**config.mk**
```make
export PLATFORM = sky130hd
export DESIGN_NAME = vnt_ram
export DESIGN_NICKNAME = d
export VERILOG_FILES = /design/src/design/vnt_ram.sv
export SDC_FILE = /design/constraint.sdc
export NUM_CORES = 2
export LEC_CHECK = 0
export ABC_AREA = 1
export BUFFER_PORTS_ARGS = -buffer_cell sky130_fd_sc_hd__buf_2
export CORE_MARGIN = 3
export CORE_UTILIZATION = 57
export DETAILED_ROUTE_END_ITERATION = 6
export GPL_ROUTABILITY_DRIVEN = 1
export PLACE_DENSITY_LB_ADDON = 0.08
export SETUP_SLACK_MARGIN = 0.02
export SLEW_MARGIN = 20
export SYNTH_ARGS = -nofsm -noshare
export SYNTH_HDL_FRONTEND = slang
export SYNTH_SLANG_ARGS = --single-unit
```
**constraint.sdc**
```tcl
create_clock -name clk -period 2.2 [get_ports clk]
set_clock_uncertainty 0.15 [all_clocks]
set_input_delay 0.11 -clock clk [delete_from_list [all_inputs] [get_ports clk]]
set_output_delay 0.11 -clock clk [all_outputs]
set_load 0.01 [all_outputs]
```
**src/design/vnt_ram.sv**
```systemverilog
// Generic single-port RAM with registered read.
`default_nettype none
module vnt_ram #(
    parameter int WIDTH = 8,
    parameter int DEPTH = 256
) (
    input  wire logic                     clk,
    input  wire logic                     we,
    input  wire logic [$clog2(DEPTH)-1:0] addr,
    input  wire logic [WIDTH-1:0]         wdata,
    output logic      [WIDTH-1:0]         rdata
);

    logic [WIDTH-1:0] mem [DEPTH];
    logic [WIDTH-1:0] rdata_reg;

    always_ff @(posedge clk)
    begin
        if (we)
        begin
            mem[addr] <= wdata;
        end
        rdata_reg <= mem[addr];
    end

    assign rdata = rdata_reg;

endmodule
`default_nettype wire

```
Yosys cells after proc, flatten, opt, wreduce, memory -nomap -nowiden
Memory sizes are Yosys's and may differ from the RTL's. A register that Yosys moved wholly into a read port is not among the register bits. Cells that the tools add are included.

Register bits after elaboration: 0. Bits in writable memories: 2048. Bits of input ports: 18. Output and inout port bits: 8. Memories: 1.

Muxes and demuxes: 2.

Memory list: mem (depth 256, bits a word 8, rd ports 1, clocked after Yosys merged registers in 1, write ports 1, RTL line 14) `logic [WIDTH-1:0] mem [DEPTH];`.

Operator list (number): 2-to-1 mux 1 bit (2).

Depth between registers and ports, before layout
Word-level depth: 2. Depth in mapped cells: 15.

Least setup slack after synthesis
Ideal clock, no wire load.

Path kind: in2reg. From: input port addr[1]. To: memory mem[234][0] (enable). Arrival time: 1580 ps. Data required time: 1680 ps. Slack: 100 ps. Stages on the path: 10. Buffers on the path: 4. Cell sequence: buf_4 > inv_4 > nor2_8 > buf_4 > buf_4 > inv_2 > nor2_1 > nand2_1 > clkbuf_1 > nor2_1.

RTL lines: start, declared (RTL line 9) `input wire logic [$clog2(DEPTH)-1:0] addr,`; end, declared (RTL line 14).

No word-level cell before the write port.

Final worst setup path
From: input port we. To: memory mem[16][2] (enable).

Cells in the longest elaborated chain, start to end: 2.

RTL lines: start, declared (RTL line 8) `input wire logic we,`; 2-to-1 mux 1 bit (RTL line 19) `if (we)`; 2-to-1 mux 1 bit (not written as such) (RTL line 21) `mem[addr] <= wdata;`.

No other way between the ends.

==> flow_metrics.tcl <==
set metrics [dict create \
    die_y_um 392 \
    drt_iter0_markers 5942 \
    netlist_top_cells_count "nand2_1 (4770), edfxtp_1 (2048), nor2_1 (361)" \
    worst_pin_slew_ps 1010 \
    largest_reg_flops 2048 \
    vias 58012 \
    yosys.area.top_type "edfxtp_1" \
    syn_inst 8021 \
    wirelength_um 230000 \
    fin_crit_ps 2180 \
    syn_area_per_cell_sq_um 10.6 \
    instances_no_fill 10577 \
    power_leakage_nw 40.2 \
    clock-sinks 2056 \
    wl_per_cell_um 21.8 \
    h-tree-depth 4 \
    vdd_drop_max_v 0.000734 \
    status "completed" \
    final_core_util_pct 67.4 \
    portBuffers 25 \
    hpwl_um 145000 \
    yosysSeqAreaShare_pct 72.7 \
    yosys_warnings 0 \
    antenna_left 0 \
    grt_use_met1_pct 43.5 \
    io_pins 26 \
    crit_arrival_ps 2450 \
    synth_seq_cells 2056 \
    syn_to_final_growth_pct 16.5 \
    initial_core_util_pct 57.8 \
    globalRouteOverflowTotal 0 \
    gp_congestion 0.911 \
    crit_top_cell "buf_12" \
    synth-edff-count 2048 \
    synth.net_count 8039 \
    cts_setup_buffers 0 \
    setup_viol 0 \
    vias_per_cell 5.48 \
    drive_gt1_share_pct 11.5 \
    slowest_stage "nor2_1" \
    powerDensity_nw_per_um2 834 \
    synth.cell_area_sq_um 84900 \
    clk_path_buf_depth 3 \
    yosysMostFrequentCell "nand2_1" \
    cts_tree "yes" \
    core_area_sq_um 147000 \
    synthTopCellsByArea "edfxtp_1 (72%), nand2_1 (21%), nor2_1 (1.6%)" \
    path_cells "dlygate4sd3_1 > buf_2 > buf_12 > nand2_2 > buf_12 > nor2_1" \
    gr-usage-met3_pct 5.32 \
    die_w_um 392 \
    timing.setup.critical_path_class "input port to register" \
    critPathMaxStageDelay_ps 760 \
    drcViolationCount 0 \
    clk_pin_slew_worst_paths_ps 60 \
    hold_viol 0 \
    hold_class "input port to register" \
    first_global_vias 55693 \
    required_ps 2470 \
    grt_max_degree 110 \
    grt_pass1_wl_um 345000 \
    critPathBufInv 4 \
    relSlewSlack_pct 32.2 \
    grtUsageMet2_pct 47.4 \
    antenna_found_initial 7 \
    synth_ff_type "edfxtp_1" \
    grt_use_total_pct 30.2 \
    cap_violations 0 \
    critPathCaptureType "register" \
    synthArstFlopShare_pct 0 \
    die_area_sq_um 154000 \
    slew_viol_final 0 \
    cts_root_buf "clkbuf_16" \
    reg2reg_slack_ps 100 \
    synth_top_area_share_pct 72.5 \
    clock_latency_ps 810 \
    worst-path-max-fanout 20 \
    crit_family "simple AND/OR/NAND/NOR gates" \
    cts_buffers 203 \
    rsz0062_at_grt "false" \
    drt_pass1_iterations 6 \
    row_count 140 \
    yosys.cell_types.count 18 \
    whs_ps 78.0 \
    top_usage_layer "met2" \
    fmax_mhz 459 \
    nets 8507 \
    startpoint_type "input port" \
    post-route-period-util_pct 99.1 \
    placed_cells 10189 \
]
[stage by stage]
step / area [sq um] / TNS [ps] / power [W] / setup slack [ps]
floorplan: 84900 / 0 / 0.0465 / 99.7
CTS: 98800 / 0 / 0.0829 / 20.1
finish: 98900 / 0 / 0.0825 / 19.3
global placement: 92200 / -175650 / 0.0494 / -595
detailed placement: 92200 / -204300 / 0.0494 / -611
global route: 98900 / 0 / 0.0850 / 20.2
[power by group]
part	switching, W	internal (W)
clock network	0.0144	0.0195
logic	0.00379	0.00165
registers	0.0000668	0.0432
total	0.0183	0.0643
[final cells by class]
cell class,instances,area [sq um]
diodes,5,12.5
repair buffers,680,6850
inverters,35,165
clock inverters,120,1000
flip-flops and latches,2056,61700
well taps,1917,2400
multi-input cells,5513,21300
fillers,10962,47900
clock buffers,251,5480
[logic make-up after synthesis]
kind of cell    synth area share [%]
simple gates                    23.8
flops                           72.7
buf+inv                         2.36
compound gates                  1.13
[timing repair]
action	in CTS	in global routing
hold buffers	12	0
gates resized for setup	10	18
endpoints found under the setup margin	6	7
hold endpoints to repair	2077	0
pin swaps	1	7
[final timing paths]
kind               startpoint    endpoint  cells after the start
hold / removal        addr[4]    rdata[5]                      9
setup / recovery           we  mem[16][2]                      6
hold reg to reg    mem[42][5]    rdata[5]                     10
setup reg to reg  mem[129][1]    rdata[1]                     13
[layer usage]
layer | vias to the layer above | part of all wire (%)
li1 | 27300 | -
met1 | 27874 | 42
met2 | 2435 | 46
met3 | 403 | 9.1
met4 | 0 | 3.2
met5 | - | 0
[worst register-to-register path: stages (launching register included)]
cell and delay (ps):
edfxtp_1 380, nand2_1 80, nand2_1 60, nand2_1 50, nand2_1 70, nand2_1 70, nand2_1 100, o21ai_1 160
buf_4 140, nand2_1 100, nor2_1 160, nor2_1 110, nor2_4 250, nand2_1 100
[cells in the final DEF (no fill, tap or decap), drive strengths merged]
cell and count:
inv 41, dfxtp 8, nand2 4771, dlygate4sd3 12, o21ai 160, nand3 188
diode 5, edfxtp 2048, clkbuf 251, a21oi 32, nor2 362, bufinv 16
clkinv 92, clkinvlp 6, buf 668
Power figures use the tool's default switching activity.
