**src/design/vnt_pkg.sv**
```systemverilog
// Shared types and constants for the value-noise turbulence block.
`default_nettype none
package vnt_pkg;

    // Map geometry defaults (log2 of columns and rows).
    localparam int MAP_WIDTH_LOG2_DEF  = 8;
    localparam int MAP_HEIGHT_LOG2_DEF = 8;

    // Fixed field widths.
    localparam int COORD_W = 8;
    localparam int TEXEL_W = 8;
    localparam int GRAY_W  = 8;
    localparam int SHIFT_W = 4;

    // Datapath widths: weight up to 2^15, row sum up to 255 * 2^15.
    localparam int WT_W  = 16;
    localparam int ROW_W = 23;
    localparam int MAC_W = WT_W + ROW_W;
    localparam int ACC_W = MAC_W + 1;

    localparam logic [SHIFT_W-1:0] OCTAVE_SHIFT_RESET = 4'd4;

    // Command codes carried in tuser.
    localparam logic CMD_LOAD = 1'b0;
    localparam logic CMD_TURB = 1'b1;

    // Bilinear weights of one octave.
    typedef struct packed {
        logic [WT_W-1:0] wx_hi;   // fx, weight of column cx
        logic [WT_W-1:0] wx_lo;   // S - fx, weight of column cx-1
        logic [WT_W-1:0] wy_hi;   // fy, weight of row cy
        logic [WT_W-1:0] wy_lo;   // S - fy, weight of row cy-1
    } octave_wt_t;

    // Which of the four cells to address.
    typedef struct packed {
        logic lo_x;   // use column cx-1
        logic lo_y;   // use row cy-1
    } corner_t;

    // Control of the shared multiply-accumulate unit.
    typedef struct packed {
        logic en;
        logic clear;
    } mac_ctrl_t;

endpackage
`default_nettype wire

```
**src/design/vnt_octave.sv**
```systemverilog
// Cell address and bilinear weights of one octave.
`default_nettype none
module vnt_octave #(
    parameter int MAP_WIDTH_LOG2  = vnt_pkg::MAP_WIDTH_LOG2_DEF,
    parameter int MAP_HEIGHT_LOG2 = vnt_pkg::MAP_HEIGHT_LOG2_DEF
) (
    input  wire logic [vnt_pkg::COORD_W-1:0]             x,
    input  wire logic [vnt_pkg::COORD_W-1:0]             y,
    input  wire logic [vnt_pkg::SHIFT_W-1:0]             k,
    input  wire vnt_pkg::corner_t                        corner,
    output logic [MAP_WIDTH_LOG2+MAP_HEIGHT_LOG2-1:0]    addr,
    output vnt_pkg::octave_wt_t                          wt
);
    import vnt_pkg::*;

    logic [WT_W-1:0]            size;
    logic [WT_W-1:0]            mask;
    logic [WT_W-1:0]            fx;
    logic [WT_W-1:0]            fy;
    logic [MAP_WIDTH_LOG2-1:0]  cx;
    logic [MAP_HEIGHT_LOG2-1:0] cy;
    logic [MAP_WIDTH_LOG2-1:0]  col;
    logic [MAP_HEIGHT_LOG2-1:0] row;

    assign size = WT_W'(1) << k;
    assign mask = size - WT_W'(1);
    assign fx   = WT_W'(x) & mask;
    assign fy   = WT_W'(y) & mask;

    // Cell index wraps on the map size.
    assign cx = MAP_WIDTH_LOG2'(x >> k);
    assign cy = MAP_HEIGHT_LOG2'(y >> k);

    assign col = corner.lo_x ? (cx - MAP_WIDTH_LOG2'(1))  : cx;
    assign row = corner.lo_y ? (cy - MAP_HEIGHT_LOG2'(1)) : cy;

    assign addr = {row, col};

    assign wt.wx_hi = fx;
    assign wt.wx_lo = size - fx;
    assign wt.wy_hi = fy;
    assign wt.wy_lo = size - fy;

endmodule
`default_nettype wire

```
**config.mk**
```make
export PLATFORM = sky130hd
export DESIGN_NAME = vnt_octave
export DESIGN_NICKNAME = d
export VERILOG_FILES = /design/src/design/vnt_pkg.sv /design/src/design/vnt_octave.sv
export SDC_FILE = /design/constraint.sdc
export NUM_CORES = 1
export LEC_CHECK = 0
export BUFFER_PORTS_ARGS = -buffer_cell sky130_fd_sc_hd__buf_2
export CELL_PAD_IN_SITES_DETAIL_PLACEMENT = 0
export CELL_PAD_IN_SITES_GLOBAL_PLACEMENT = 1
export CORE_UTILIZATION = 38
export DETAILED_ROUTE_END_ITERATION = 10
export PLACE_DENSITY_LB_ADDON = 0.1
export SYNTH_ARGS = -nofsm -noshare
export SYNTH_HDL_FRONTEND = slang
export SYNTH_SLANG_ARGS = --single-unit
```
**constraint.sdc**
```tcl
create_clock -name vclk -period 16.33
set_input_delay 3.266 -clock vclk [all_inputs]
set_output_delay 3.266 -clock vclk [all_outputs]
set_load 0.03 [all_outputs]
```
Word-level counts from Yosys, hierarchy flattened:

Cells that the tools add are included.

* bitwise logic cells: 2
* muxes and demuxes: 2
* $add $sub $neg: 5
* shifts and indexed selects: 3

Operators by type and width (number)
* 8-bit by 16-bit bitwise AND with 16-bit output: 2
* 16-bit subtractor: 2
* 8-bit two-way mux: 2
* 1-bit by 4-bit left shift with 16-bit output, first input constant: 1
* 8-bit by 4-bit right shift with 8-bit output: 2
* 16-bit by 1-bit subtractor with 16-bit output, second input constant: 1
* 8-bit by 1-bit subtractor with 8-bit output, second input constant: 2

* register bits: 0
* output and inout bits: 80
* input port bits: 22
* word-level logic and storage cells: 12

Depth between registers and ports, before layout:

* word-level depth: 4
* mapped depth: 16
* gate-level depth less buffers: 14

Worst setup path after synthesis:

Ideal clock, no wire load.

* path kind: in2out
* from: input port k[2] in the netlist's numbering
* to: output port wt[10] in the netlist's numbering
* data arrival time: 7.014 ns
* path slack: 6.050 ns
* cell stages on the path: 15
* buffers on the path: 2
* required time: 13.064 ns
* cell sequence: buf_2 > nor4_2 > inv_1 > ha_1 > clkbuf_1 > nor3_1 > a21oi_1 > o31ai_1 > nand2_1 > ha_1 > inv_1 > o41ai_4 > nor2b_4 > o21ai_0 > a211oi_1

RTL lines
* start: declaration: line vnt_octave.sv:9 `input wire logic [vnt_pkg::SHIFT_W-1:0] k,`
* end: declaration: line vnt_octave.sv:12 `output vnt_pkg::octave_wt_t wt`

==> flow_summary.yaml <==
cells_and_area:
  drive_gt1_frac: 0.274
  flow.area_growth_from_synthesis_pct: 13.7
  num-clock-buffers: 0
  fin_nets: 462
  final_core_utilization: 0.446
  layout_commonest_cell: "buf_2"
  seq_area_um2: 0
  final_cells: 508
  final_cell_mix: "86 x buf_2, 40 x nand2_1, 32 x nor2_1"
  seq_cell_count: 0
  diodes: 0
power_and_ir_drop:
  ir_worst_vdd_v: 0.0000214
  p_int_uw: 44.0
  p_leak_uw: 0.00133
  p_per_area_nw_per_um2: 49.8
  p_comb_frac: 1.000
  seqPwrFrac: 0
  netSwitchingPower_uw: 97.0
  switching_share: 0.688
  clkPwrFrac: 0
routing:
  ant_nets: 0
  drt_wl_total_um: 8600
  drtIter0Drc: 198
  post-route-drc-count: 0
  viasPerCell: 5.84
  vias: 2965
  post_drt_wl_per_cell_um: 16.9
  drt-pass1-iter-count: 5
worst_setup_path:
  endpoint_kind: "output pin"
  path_max_fanout: 65
  start_kind: "input port"
  path_class: "input port to output pin"
  required_ns: 13.06
  arrival_ns: 7.46
sta:
  period_share: 0.657
  min_period_ns: 10.72
  rsz0062_at_grt: "no"
  setup_violations: 0
  drv_slew: 0
  hold-worst-slack_ns: 6.89
  timing.fmax_mhz: 93.2
  hold_violations: 0
  worst_pin_slew_ns: 0.656
  max_slew_margin: 0.559
  layout_setup_ws_ns: 5.61
  fin_tns_setup_ns: 0
cts:
  postCtsResizedCells: 0
  cts_setup_buffers: 0
  hold_buffers: 0
global_route:
  track_usage: 0.238
  grt_remaining_overflow: 0
  grt_pass1_vias: 2595
  antenna_found_initial: 0
  grt_pass1_wl_um: 13800
  grt_max_degree: 66
logic_synthesis:
  synthMuxAreaShare: 0.139
  syn_area_per_cell_um2: 6.65
  synthTopCellsByArea: "mux4_2 6.3%, mux2i_1 6.0%, nand2_1 6.0%"
  synth.largest_area_cell: "mux4_2"
  synth-simple-area-share: 0.284
  yosysWarnings: 0
  synthAdderAreaFrac: 0.0351
  yosysSeqAreaShare: 0
  synth_top_area_frac: 0.0633
  synth-xor-area-share: 0.0949
  synth_cell_types: 67
  synthCells: 375
  synth_compound_area_frac: 0.313
  syn-cell-area_um2: 2490
  synth_top_family_by_area: "compound AO/OA/AOI/OAI gates"
status:
  status: "completed"
die:
  core_um2: 6350
  num_rows: 29
  die_y_um: 83.0
  die_x_um: 83.0
  die-area_um2: 6890
  pin_count: 102
  initial_core_util: 0.393
placement:
  numPortBuffers: 86
  gp_congestion: 0.846
  dp_slack_ns: 5.68
  dp_hpwl_um: 6280
  place_inst: 508
flow_run:
  maxCapViolCount: 0
hold_path:
  hp-class: "input port to output pin"
-- per-stage QoR --
| step | area, um2 | total power, uW |
|---|---|---|
| finish | 2830 | 141 |
| global route | 2830 | 151 |
| CTS | 2830 | 141 |
| detailed placement | 2830 | 140 |
| global placement | 2830 | 140 |
| floorplan | 2550 | 110 |
-- path summary, 6_finish.rpt --
path,from,endpoint,cells past startpoint
setup / recovery,k[3],wt[10],16
hold / removal,corner[0],addr[8],3
-- layer usage --
layer,vias to the layer above,share of wire,global-route usage
met2,150,0.44,0.370
met1,1370,0.46,0.353
met5,-,0,0
met4,0,0.010,0.0266
met3,7,0.086,0.0378
li1,1438,-,-
-- final cells by class --
cell class,count,area [um2]
Fill cell,706,3520
Multi-Input combinational cell,325,2220
Timing Repair Buffer,90,460
Tap cell,77,96.3
Inverter,16,60.1
-- kinds of logic after synthesis --
group / after synthesis
compound gates: 110
xor+xnor: 27
fa+ha+maj: 7
buf+inv: 65
mux: 25
other cells: 1
simple gates: 140
-- Yosys cell counts, drive strengths merged (2+ instances only) --
library cell / instances
or3: 2
a211o: 2
or3b: 2
nand2: 41
o22ai: 8
xor2: 12
mux2: 3
nor3: 7
a31o: 2
nand3: 13
nand2b: 12
a31oi: 4
o31ai: 5
a22o: 3
inv: 16
and2: 8
a21boi: 3
a21o: 6
a22oi: 2
a221oi: 4
mux2i: 15
nor2: 32
ha: 7
xnor2: 15
buf: 33
o31a: 3
a21oi: 27
clkbuf: 16
nor4b: 2
nor2b: 8
o211ai: 2
o21ai: 18
a211oi: 4
or2: 6
o21a: 3
nor4: 3
mux4: 7
-- critical path: stages --
cell,delay [ns]
buf_2,0.09
buf_4,0.29
nor4_2,0.67
inv_1,0.18
ha_1,0.42
nor3_1,0.25
a21oi_1,0.06
o31ai_1,0.29
nand2_1,0.12
ha_1,0.38
inv_1,0.09
o41ai_4,0.53
nor2b_4,0.25
o21ai_0,0.08
a211oi_1,0.24
buf_2,0.23
-- power by group through the flow --
| stage | Sequential (uW) | Combinational, uW | Clock, uW |
|---|---|---|---|
| final | 0 | 141 | 0 |
| after global routing | 0 | 151 | 0 |
| after CTS | 0 | 141 | 0 |
| after detailed placement | 0 | 140 | 0 |
| after global placement | 0 | 140 | 0 |
| after floorplan | 0 | 110 | 0 |
(Power assumes the default switching activity.)
