==> src/design/vnt_pkg.sv <==
// Shared types and constants for the value-noise turbulence block.
`default_nettype none
package vnt_pkg;

    // Map geometry defaults (log2 of columns and rows).
    localparam int MAP_WIDTH_LOG2_DEF  = 8;
    localparam int MAP_HEIGHT_LOG2_DEF = 8;

    // Fixed field widths.
    localparam int COORD_W = 8;
    localparam int TEXEL_W = 8;
    localparam int GRAY_W  = 8;
    localparam int SHIFT_W = 4;

    // Datapath widths: weight up to 2^15, row sum up to 255 * 2^15.
    localparam int WT_W  = 16;
    localparam int ROW_W = 23;
    localparam int MAC_W = WT_W + ROW_W;
    localparam int ACC_W = MAC_W + 1;

    localparam logic [SHIFT_W-1:0] OCTAVE_SHIFT_RESET = 4'd4;

    // Command codes carried in tuser.
    localparam logic CMD_LOAD = 1'b0;
    localparam logic CMD_TURB = 1'b1;

    // Bilinear weights of one octave.
    typedef struct packed {
        logic [WT_W-1:0] wx_hi;   // fx, weight of column cx
        logic [WT_W-1:0] wx_lo;   // S - fx, weight of column cx-1
        logic [WT_W-1:0] wy_hi;   // fy, weight of row cy
        logic [WT_W-1:0] wy_lo;   // S - fy, weight of row cy-1
    } octave_wt_t;

    // Which of the four cells to address.
    typedef struct packed {
        logic lo_x;   // use column cx-1
        logic lo_y;   // use row cy-1
    } corner_t;

    // Control of the shared multiply-accumulate unit.
    typedef struct packed {
        logic en;
        logic clear;
    } mac_ctrl_t;

endpackage
`default_nettype wire

==> src/design/vnt_mac.sv <==
// Shared multiply-accumulate unit.
`default_nettype none
module vnt_mac (
    input  wire logic                      clk,
    input  wire vnt_pkg::mac_ctrl_t        ctrl,
    input  wire logic [vnt_pkg::WT_W-1:0]  a,
    input  wire logic [vnt_pkg::ROW_W-1:0] b,
    output logic      [vnt_pkg::MAC_W-1:0] sum
);
    import vnt_pkg::*;

    logic [MAC_W-1:0] prod;
    logic [MAC_W-1:0] sum_reg;
    logic [MAC_W-1:0] sum_next;

    assign prod     = MAC_W'(a) * MAC_W'(b);
    assign sum_next = (ctrl.clear ? '0 : sum_reg) + prod;

    always_ff @(posedge clk)
    begin
        if (ctrl.en)
        begin
            sum_reg <= sum_next;
        end
    end

    assign sum = sum_reg;

endmodule
`default_nettype wire

==> config.mk <==
export PLATFORM = sky130hd
export DESIGN_NAME = vnt_mac
export DESIGN_NICKNAME = d
export VERILOG_FILES = /design/src/design/vnt_pkg.sv /design/src/design/vnt_mac.sv
export SDC_FILE = /design/constraint.sdc
export NUM_CORES = 1
export LEC_CHECK = 0
export BUFFER_PORTS_ARGS = -buffer_cell sky130_fd_sc_hd__buf_2
export CAP_MARGIN = 5
export CORE_MARGIN = 4
export CORE_UTILIZATION = 30
export CTS_CLUSTER_DIAMETER = 120
export CTS_CLUSTER_SIZE = 24
export DETAILED_ROUTE_END_ITERATION = 12
export GPL_TIMING_DRIVEN = 0
export PLACE_DENSITY = 0.43
export SYNTH_ARGS = -nofsm -noshare
export SYNTH_HDL_FRONTEND = slang
export SYNTH_SLANG_ARGS = --single-unit
export TNS_END_PERCENT = 20
==> constraint.sdc <==
create_clock -name clk -period 17.1 [get_ports clk]
set_input_delay 3.42 -clock clk [delete_from_list [all_inputs] [get_ports clk]]
set_output_delay 3.42 -clock clk [all_outputs]
set_load 0.05 [all_outputs]
---- After elaboration in Yosys (flattened, before gate mapping) ----
Cells that the tools add are included.
cells by class
  add/sub/neg operators ................... 1
  multiply operators ...................... 1
  divide/modulo/power cells ............... 0
  $lt $le $gt $ge ......................... 0
  eq/ne operators ......................... 0
  shift-type cells ........................ 0
  muxes and demuxes ....................... 1
  bitwise logic cells ..................... 0
  reductions and logical operators ........ 0
operators with widths
  operator                                        number
  39-bit adder                                    1
  16-bit by 23-bit multiplier with 39-bit output  1
  39-bit 2-to-1 mux                               1
storage, ports and cells
  register bits after elaboration ......... 39
  latch bits .............................. 0
  RAM bits ................................ 0
  memory bits (read-only) ................. 0
  bits of input ports ..................... 42
  output and inout port bits .............. 39
  word-level logic and storage cells ...... 4
  memories kept ........................... 0

---- Longest topological paths before layout ----
Gate-level depths: netlist of run 1.
  depth in word-level cells ............... 2
  mapped depth ............................ 23
  mapped depth without buffers ............ 21

---- Least setup slack after synthesis of run 1 ----
No wires, ideal clock.
  path kind ............................... input to register
  from .................................... in a[1] (netlist name)
  to ...................................... reg sum_reg[36] (netlist: sum[36]) (data pin)
  library setup time ...................... 0.260 ns
  data arrival time ....................... 8.670 ns
  data required time ...................... 16.840 ns
  path slack .............................. 8.170 ns
  stages on the path ...................... 21
  path buffers ............................ 1
  cells stage by stage .................... clkbuf_1 -> nand2_1 -> fa_1 -> inv_1 -> fa_1 -> inv_1 -> fa_1 -> inv_1 -> fa_1 -> fa_1 -> inv_1 -> fa_1 -> inv_1 -> ha_1 -> nand2_2 -> or4_4 -> a211oi_4 -> o211a_1 -> a21oi_2 -> o21ai_2 -> xor2_1
between the ends
  word-level cells in the longest chain between the ends .. 2
RTL lines
  what                                            line           source
  start, declared                                 vnt_mac.sv:6   input wire logic [vnt_pkg::WT_W-1:0] a,
  16-bit by 23-bit multiplier with 39-bit output  vnt_mac.sv:16  assign prod = MAC_W'(a) * MAC_W'(b);
  39-bit adder                                    vnt_mac.sv:17  assign sum_next = (ctrl.clear ? '0 : sum_reg) + prod;
  via sum_next[36]                                vnt_mac.sv:14  logic [MAC_W-1:0] sum_next;
  end signal, assigned                            vnt_mac.sv:23  sum_reg <= sum_next;
  end, declared                                   vnt_mac.sv:13  logic [MAC_W-1:0] sum_reg;
The timed path passes the listed nets, and every way through them passes these cells.
A chain may end at the register's enable or synchronous reset.

---- Worst setup path in the final report of run 1 ----
  from .................................... in b[8] (netlist name)
  to ...................................... reg sum_reg[25] (netlist: sum[25]) (data pin)
between the ends
  word-level cells in the longest chain between the ends .. 2
RTL lines
  what                                            line           source
  start, declared                                 vnt_mac.sv:7   input wire logic [vnt_pkg::ROW_W-1:0] b,
  16-bit by 23-bit multiplier with 39-bit output  vnt_mac.sv:16
  39-bit adder                                    vnt_mac.sv:17
  via sum_next[25]                                vnt_mac.sv:14
The timed path passes the listed nets, and every way through them passes these cells.

==> impl_summary.txt, run 1 <==
----------------------------------------------------
[Hold path]
  Terminating pin of the worst hold path ... sum[0]
  Hold Path Class ... reg -> reg
  Number of instances on the worst hold path ... 2
  Worst min-delay path startpoint ... sum[0]

[Clocking]
  Post-CTS resize count ... 0
  Post-CTS Repair Setup Buffers ... 0
  CTS tree ... done
  Number of buffers inserted by hold repair at cts ... 0
  Level count of the clock H-tree ... 2
  Later-pin clock latency in the skew report ... 0.30 ns
  Clock Sink Count ... 39
  Deepest clock path buffer count ... 2
  Clock transition at path regs ... 0.06 ns
  Clock buffer count from CTS ... 5
  Clock root buffer ... sky130_fd_sc_hd__clkbuf_16

[Routing]
  Detailed-router iteration count before antenna repair ... 5
  Post-detailed-routing wire length ... 45.1 mm
  Routed wire per std cell ... 19.3 µm
  DRC Markers ... 0
  Number of vias in the routed layout ... 10,600
  Detailed-route vias per instance ... 4.53
  Antenna Violating Nets Remaining ... 0
  Iteration-0 DRC Markers ... 594

[Timing]
  Final-report setup violation count ... 0
  Setup slack of the critical path after layout ... 7.20 ns
  Fin crit period ... 9.90 ns
  Final hold violation count ... 0
  Worst max-slew margin expressed relative to the limit ... 34.0%
  Clock skew after layout ... 0.0124 ns
  Final total negative setup slack ... 0 ns
  Transition time of the tightest slew-check pin ... 0.991 ns
  RSZ-0062 raised after global routing ... no
  Highest attainable clock frequency ... 101 MHz
  Final worst path period share ... 57.9%
  Final Max Tran Viols ... 0
  Hold Worst Slack ... 0.702 ns

[Setup path]
  Crit Path Max Fanout ... 10
  Delay contributed by the slowest stage of the critical path ... 0.61 ns
  Cell seen most often among critical-path stages ... sky130_fd_sc_hd__fa_1
  Worst Reg-to-Reg Cells ... 16
  Reg2reg setup slack ... 11.76 ns
  Worst setup path category ... in -> reg
  Cell-by-cell trace of the critical path ... buf_2, clkbuf_1, nand2_1, fa_1, fa_1, fa_1, fa_1, inv_1, fa_1, inv_1, fa_1, inv_1, ha_1, o21ai_1, a21oi_1, a21boi_1, a31oi_1, o21bai_1, and3_1, a311oi_1
  Critical path arrival ... 9.96 ns
  Highest-delay cell along the critical path ... sky130_fd_sc_hd__clkbuf_1
  Worst r2r src ... sum[12]
  CP startpoint kind ... input pin
  Kind of capture point of the worst setup path ... flop
  Critical path data required time ... 17.16 ns
  Worst setup path start ... b[8]
  End of the worst register-to-register path ... sum[25]

[Logic synthesis]
  Syn Area/Cell ... 8.85 µm²
  Post-synthesis sequential area ratio ... 8.11%
  Net count after synthesis ... 2,110
  Dominant synthesized flop cell ... sky130_fd_sc_hd__edfxtp_1
  Xor and xnor area share after synthesis ... 2.12%
  Post-synthesis instance area ... 14,400 µm²
  Top-area cell type share of the netlist area ... 45.8%
  Async set-or-reset flop fraction in the synthesized netlist ... 0%
  Post-synthesis simple-gate area fraction ... 16.0%
  Post-synth EDFFs ... 39
  Cell count after synthesis ... 1,632
  Largest family of logic cells by synthesized area ... adder cells
  Number of warning messages in the yosys log ... 0
  Count of state elements after synthesis ... 39
  Distinct cell type count of the synthesized netlist ... 43
  Top cell type by total area after synthesis ... sky130_fd_sc_hd__fa_1
  Adder and majority cell fraction of the synthesized area ... 54.9%
  Top cells by area in the synthesized netlist ... sky130_fd_sc_hd__fa_1, sky130_fd_sc_hd__inv_1, sky130_fd_sc_hd__ha_1
  Compound-cell area share of the yosys netlist ... 5.22%
  Fraction of synthesized area in multiplexers ... 0.0693%

[Cells and area]
  Non-filler cells in the finished layout ... 2,335
  Share of post-route cells with drive strength above 1 ... 5.47%
  Antenna cell count ... 0
  Most common library cell in the layout ignoring fill and taps ... sky130_fd_sc_hd__inv_1
  Most frequent cells in the layout ... sky130_fd_sc_hd__inv_1, sky130_fd_sc_hd__fa_1, sky130_fd_sc_hd__nand2_1
  Syn-to-layout area delta ... 9.06%
  Number of flip-flops in the largest register ... 39
  Net count of the finished layout ... 2,197

[Global route]
  Met3 Track Usage GR ... 1.42%
  Antenna violations before repair ... 2
  Top Usage Layer GRT ... met2
  Met1 routing resource usage after global routing ... 27.4%
  Via count of the first global-routing pass ... 11,200
  Maximum number of pins on one net before global-route repair ... 40
  Aggregate global routing overflow ... 0
  Wire length of the first global-routing pass ... 70.1 mm
  GRT Overall Usage ... 18.0%
  GR Util met2 ... 28.2%

[Floorplan]
  I/O pin count ... 81
  Horiz. Die Dim ... 227 µm
  Total core area ... 47,600 µm²
  Total die area ... 51,700 µm²
  Effective utilization at floorplan ... 30.3%
  Die height ... 227 µm
  Number of placement rows ... 80

[Outcome]
  Status ... finished, final reports clean

[Placed design]
  HPWL after DPL ... 39.8 mm
  Final RePlAce weighted congestion ... 0.840
  Port buffer count ... 80
  Worst setup slack after placement ... 6.92 ns
  Number of placed cells counting well taps ... 2,327

[Flow run]
  # Max-Cap Violations ... 0

----------------------------------------------------
-- logic make-up (layout without fill, tap and decap cells) --
family / after synthesis / in the layout
AO/OA/AOI/OAI: 119 / 119
XOR/XNOR: 35 / 35
adder cells (fa/ha/maj): 436 / 436
buffers and inverters: 518 / 606
flip-flops: 39 / 39
multiplexers: 1 / 1
AND/OR/NAND/NOR: 484 / 484
-- worst max-delay path: cells and delay by family --
family          cells  cell delay [ns]
fa+ha+maj           7             3.46
compound gates      6             1.65
buf+inv             5             1.03
simple gates        2             0.41
-- how the worst max path moves through the flow --
stage	cells past startpoint	slack, ns	end
final	20	7.20	sum[25]
after CTS	20	7.20	sum[25]
after global placement	20	6.92	sum[25]
after global routing	22	6.95	sum[35]
after detailed placement	20	6.92	sum[25]
after floorplan	21	8.17	sum[36]
-- cells in the mapped netlist, drive strengths merged (5+ instances only) --
library cell / count
clkbuf: 70
a21o: 9
nor2b: 14
xnor2: 22
and2: 131
nand2: 269
xor2: 13
edfxtp: 39
o21bai: 6
nand2b: 27
nor2: 12
a21oi: 40
o21ai: 30
and3: 5
a31oi: 7
nor3: 7
ha: 106
nand4: 7
inv: 447
a211oi: 8
o21a: 5
nand3: 8
fa: 330
-- final cells by class --
cell class                 instances  area [µm²]
tap                              615         769
clock buffer                       7         133
sequential                        39        1170
fill                            5052       31900
timing repair buffer              80         400
buffer                            71         270
clock inverter                     1        5.00
inverter                         447        1680
multi-input combinational       1075       11300
-- stage by stage --
stage / instance area, µm² / utilization, %
after global routing: 15700 / 33.0
after global placement: 15600 / 32.8
after floorplan: 14400 / -
final: 15700 / 33.0
after CTS: 15700 / 33.0
after detailed placement: 15600 / 32.8
-- per-layer routing --
layer,vias up,wire (µm),share of wire (%)
met1,5416,22400,50
li1,4911,-,-
met2,209,20300,45
met4,0,912,2.0
met5,-,0,0
met3,34,1580,3.5
Power of run 1 is left out: the tool's default activity adds up to more than one toggle a clock period on the data nets, which glitch-free logic cannot reach.
==> inputs of run 2 (changes only) <==
--- a/config.mk
+++ b/config.mk
@@ -5,6 +5,7 @@
 export SDC_FILE = /design/constraint.sdc
 export NUM_CORES = 1
 export LEC_CHECK = 0
+export ABC_AREA = 1
 export BUFFER_PORTS_ARGS = -buffer_cell sky130_fd_sc_hd__buf_2
 export CAP_MARGIN = 5
 export CORE_MARGIN = 4
==> constraint.sdc (replaced) <==
create_clock -name clk -period 9.53 [get_ports clk]
set_input_delay 1.906 -clock clk [delete_from_list [all_inputs] [get_ports clk]]
set_output_delay 1.906 -clock clk [all_outputs]
set_load 0.05 [all_outputs]
==> run 2 against run 1 <==
Effect of this change:
- setup slack got worse by 5.6 ns
- critical path depth rose by 3
- global-route usage rose by 0.44 points
- register-to-register slack got worse by 6.7 ns
- hold slack improved by 0.0039 ns
- critical endpoint is now sum[35]
- synthesized area rose by 5.3%
- sequential share of layout area fell by 0.34 points
- utilization fell by 0.18 points
- first-iteration DRC count fell by 10%
==> impl_summary.txt, run 2 <==
----------------------------------------------------
[Outcome]
  Status ... finished, final reports clean

[Floorplan]
  Total core area ... 50,200 µm² (+5.3%)
  I/O pin count ... 81 (unchanged)
  Effective utilization at floorplan ... 30.3% (about the same)
  Total die area ... 54,300 µm² (+5.1%)
  Die height ... 233 µm (+2.5%)
  Number of placement rows ... 82 (+2.5%)
  Horiz. Die Dim ... 233 µm (+2.5%)

[Clocking]
  Number of buffers inserted by hold repair at cts ... 0 (unchanged)
  Clock buffer count from CTS ... 5 (unchanged)
  Clock root buffer ... sky130_fd_sc_hd__clkbuf_16
  Deepest clock path buffer count ... 2 (unchanged)
  Clock transition at path regs ... 0.07 ns (about the same)
  Later-pin clock latency in the skew report ... 0.30 ns (about the same)
  Post-CTS Repair Setup Buffers ... 0 (unchanged)
  Post-CTS resize count ... 0 (unchanged)
  Level count of the clock H-tree ... 2 (unchanged)
  Clock Sink Count ... 39 (unchanged)
  CTS tree ... done

[Logic synthesis]
  Dominant synthesized flop cell ... sky130_fd_sc_hd__edfxtp_1
  Top cells by area in the synthesized netlist ... sky130_fd_sc_hd__fa_1, sky130_fd_sc_hd__inv_1, sky130_fd_sc_hd__nand2_1
  Largest family of logic cells by synthesized area ... adder cells
  Async set-or-reset flop fraction in the synthesized netlist ... 0% (unchanged)
  Adder and majority cell fraction of the synthesized area ... 52.2% (-2.8 points)
  Post-synthesis simple-gate area fraction ... 18.0% (+2.0 points)
  Cell count after synthesis ... 2,015 (+23%)
  Top-area cell type share of the netlist area ... 43.5% (-2.3 points)
  Count of state elements after synthesis ... 39 (unchanged)
  Fraction of synthesized area in multiplexers ... 0% (-0.069 points)
  Compound-cell area share of the yosys netlist ... 2.03% (-3.2 points)
  Post-synthesis instance area ... 15,200 µm² (+5.3%)
  Distinct cell type count of the synthesized netlist ... 22 (-49%)
  Top post-synthesis cells by count ... sky130_fd_sc_hd__inv_1, sky130_fd_sc_hd__nand2_1, sky130_fd_sc_hd__fa_1
  Net count after synthesis ... 2,493 (+18%)
  Xor and xnor area share after synthesis ... 1.21% (-0.91 points)
  Top cell type by total area after synthesis ... sky130_fd_sc_hd__fa_1
  Cell with the most instances after synthesis ... sky130_fd_sc_hd__inv_1
  Number of warning messages in the yosys log ... 0 (unchanged)
  Post-synthesis sequential area ratio ... 7.71% (-0.41 points)
  Syn Area/Cell ... 7.54 µm² (-15%)
  Post-synth EDFFs ... 39 (unchanged)

[Cells and area]
  Post-route cell area ... 16,500 µm² (+4.7%)
  Net count of the finished layout ... 2,557 (+16%)
  Most common library cell in the layout ignoring fill and taps ... sky130_fd_sc_hd__inv_1
  Share of post-route cells with drive strength above 1 ... 4.18% (-1.3 points)
  Antenna cell count ... 0 (unchanged)
  Most frequent cells in the layout ... sky130_fd_sc_hd__inv_1, sky130_fd_sc_hd__nand2_1, sky130_fd_sc_hd__fa_1
  Non-filler cells in the finished layout ... 2,752 (+18%)
  Number of flip-flops in the largest register ... 39 (unchanged)
  Syn-to-layout area delta ... 8.49%

[Placed design]
  HPWL after DPL ... 42.7 mm (+7.3%)
  Worst setup slack after placement ... 1.29 ns (-5.63 ns)
  Final RePlAce weighted congestion ... 0.897 (+6.8%)
  Number of placed cells counting well taps ... 2,744 (+18%)
  Port buffer count ... 57 (-29%)
  Cell area reported after detailed placement ... 16,300 µm² (+4.6%)

[Hold path]
  Worst min-delay path startpoint ... sum[0]
  Number of instances on the worst hold path ... 3 (+1)
  Terminating pin of the worst hold path ... sum[0]
  Hold Path Class ... reg -> reg

[Timing]
  Final worst path period share ... 83.3%
  RSZ-0062 raised after global routing ... no
  Highest attainable clock frequency ... 126 MHz
  Final Max Tran Viols ... 0 (unchanged)
  Clock skew after layout ... 0.00721 ns (-0.00517 ns)
  Final-report setup violation count ... 0 (unchanged)
  Fin crit period ... 7.94 ns
  Worst max-slew margin expressed relative to the limit ... 30.1% (-3.9 points)
  Final hold violation count ... 0 (unchanged)
  Transition time of the tightest slew-check pin ... 1.05 ns (+0.0584 ns)
  Setup slack of the critical path after layout ... 1.59 ns (-5.61 ns)
  Final total negative setup slack ... 0 ns (unchanged)

[Global route]
  Maximum number of pins on one net before global-route repair ... 40 (unchanged)
  GRT Overall Usage ... 18.5% (+0.44 points)
  Via count of the first global-routing pass ... 12,700 (+13%)
  Antenna violations before repair ... 0 (-2)
  Wire length of the first global-routing pass ... 76.3 mm (+8.9%)
  Aggregate global routing overflow ... 0 (unchanged)

[Routing]
  Antenna Violating Nets Remaining ... 0 (unchanged)
  Number of vias in the routed layout ... 11,600 (+9.9%)
  Detailed-route vias per instance ... 4.22 (-6.7%)
  Iteration-0 DRC Markers ... 532 (-10%)
  Detailed-router iteration count before antenna repair ... 6 (+1)
  DRC Markers ... 0 (unchanged)
  Routed wire per std cell ... 17.3 µm (-11%)
  Post-detailed-routing wire length ... 47.5 mm (+5.3%)

[Setup path]
  CP startpoint kind ... input pin
  Worst setup path category ... in -> reg
  Reg2reg setup slack ... 5.07 ns (-6.69 ns)
  Critical path arrival ... 8.00 ns (-1.96 ns)
  End of the worst register-to-register path ... sum[30]
  Worst Reg-to-Reg Cells ... 17 (+1)
  Worst r2r src ... sum[21]
  Kind of capture point of the worst setup path ... flop
  Crit Path Max Fanout ... 10 (unchanged)
  Critical path data required time ... 9.59 ns (-7.57 ns)

[Flow run]
  # Max-Cap Violations ... 0 (unchanged)

----------------------------------------------------
-- run 2: how the worst max path moves through the flow --
| stage | start | endpoint | slack [ns] |
|---|---|---|---|
| 6_report | b[14] | sum[35] | 1.59 |
| 5_1_grt | b[14] | sum[31] | 1.30 |
| 4_1_cts | b[14] | sum[30] | 1.58 |
| 3_5_place_dp | b[14] | sum[35] | 1.29 |
| 3_3_place_gp | b[14] | sum[30] | 1.20 |
| 2_1_floorplan | b[12] | sum[34] | 2.52 |
-- run 2: metrics by stage --
step	utilization (%)	hold slack, ns
global placement	32.5	0.665
global route	32.9	0.750
finish	32.9	0.706
floorplan	-	1.01
detailed placement	32.5	0.693
CTS	32.9	0.711
-- run 2: area by class of cell --
| cell class | count | area (µm²) |
|---|---|---|
| buffer | 81 | 304 |
| clock buffer | 5 | 125 |
| clock inverter | 3 | 38.8 |
| fill | 5451 | 33700 |
| inverter | 682 | 2560 |
| multi-input combinational | 1213 | 11200 |
| sequential | 39 | 1170 |
| tap | 672 | 841 |
| timing repair buffer | 57 | 285 |
-- run 2: cells by family (layout without fill, tap and decap cells) --
| logic type | Yosys count | in the layout |
|---|---|---|
| compound gates | 59 | 59 |
| simple gates | 697 | 697 |
| fa+ha+maj | 436 | 436 |
| buf+inv | 763 | 828 |
| xor+xnor | 21 | 21 |
| flops | 39 | 39 |
-- run 2: layer usage --
metal  vias up  track usage (%)  wire [µm]
met2       187             30.2      22000
met3        28             1.38       1470
met1      5730             27.1      23300
li1       5672                -          -
met5         -                0          0
met4         0             3.44        723
-- run 2: critical path, stage by stage --
cell and delay, ns:
sky130_fd_sc_hd__clkbuf_1 0.49, sky130_fd_sc_hd__clkbuf_1 0.66, sky130_fd_sc_hd__nand2_1 0.18, sky130_fd_sc_hd__fa_1 0.59
sky130_fd_sc_hd__inv_1 0.06, sky130_fd_sc_hd__fa_1 0.52, sky130_fd_sc_hd__inv_1 0.05, sky130_fd_sc_hd__fa_1 0.49
sky130_fd_sc_hd__inv_1 0.05, sky130_fd_sc_hd__fa_1 0.53, sky130_fd_sc_hd__fa_1 0.51, sky130_fd_sc_hd__inv_1 0.05
sky130_fd_sc_hd__fa_1 0.49, sky130_fd_sc_hd__inv_1 0.05, sky130_fd_sc_hd__ha_1 0.35, sky130_fd_sc_hd__nand2_1 0.13
sky130_fd_sc_hd__nor2_1 0.24, sky130_fd_sc_hd__and2_1 0.17, sky130_fd_sc_hd__nand2_1 0.07, sky130_fd_sc_hd__nand2_2 0.12
sky130_fd_sc_hd__nand2_1 0.12, sky130_fd_sc_hd__nand3_1 0.10, sky130_fd_sc_hd__nand2_1 0.07
Power of run 2 is left out for the same reason.
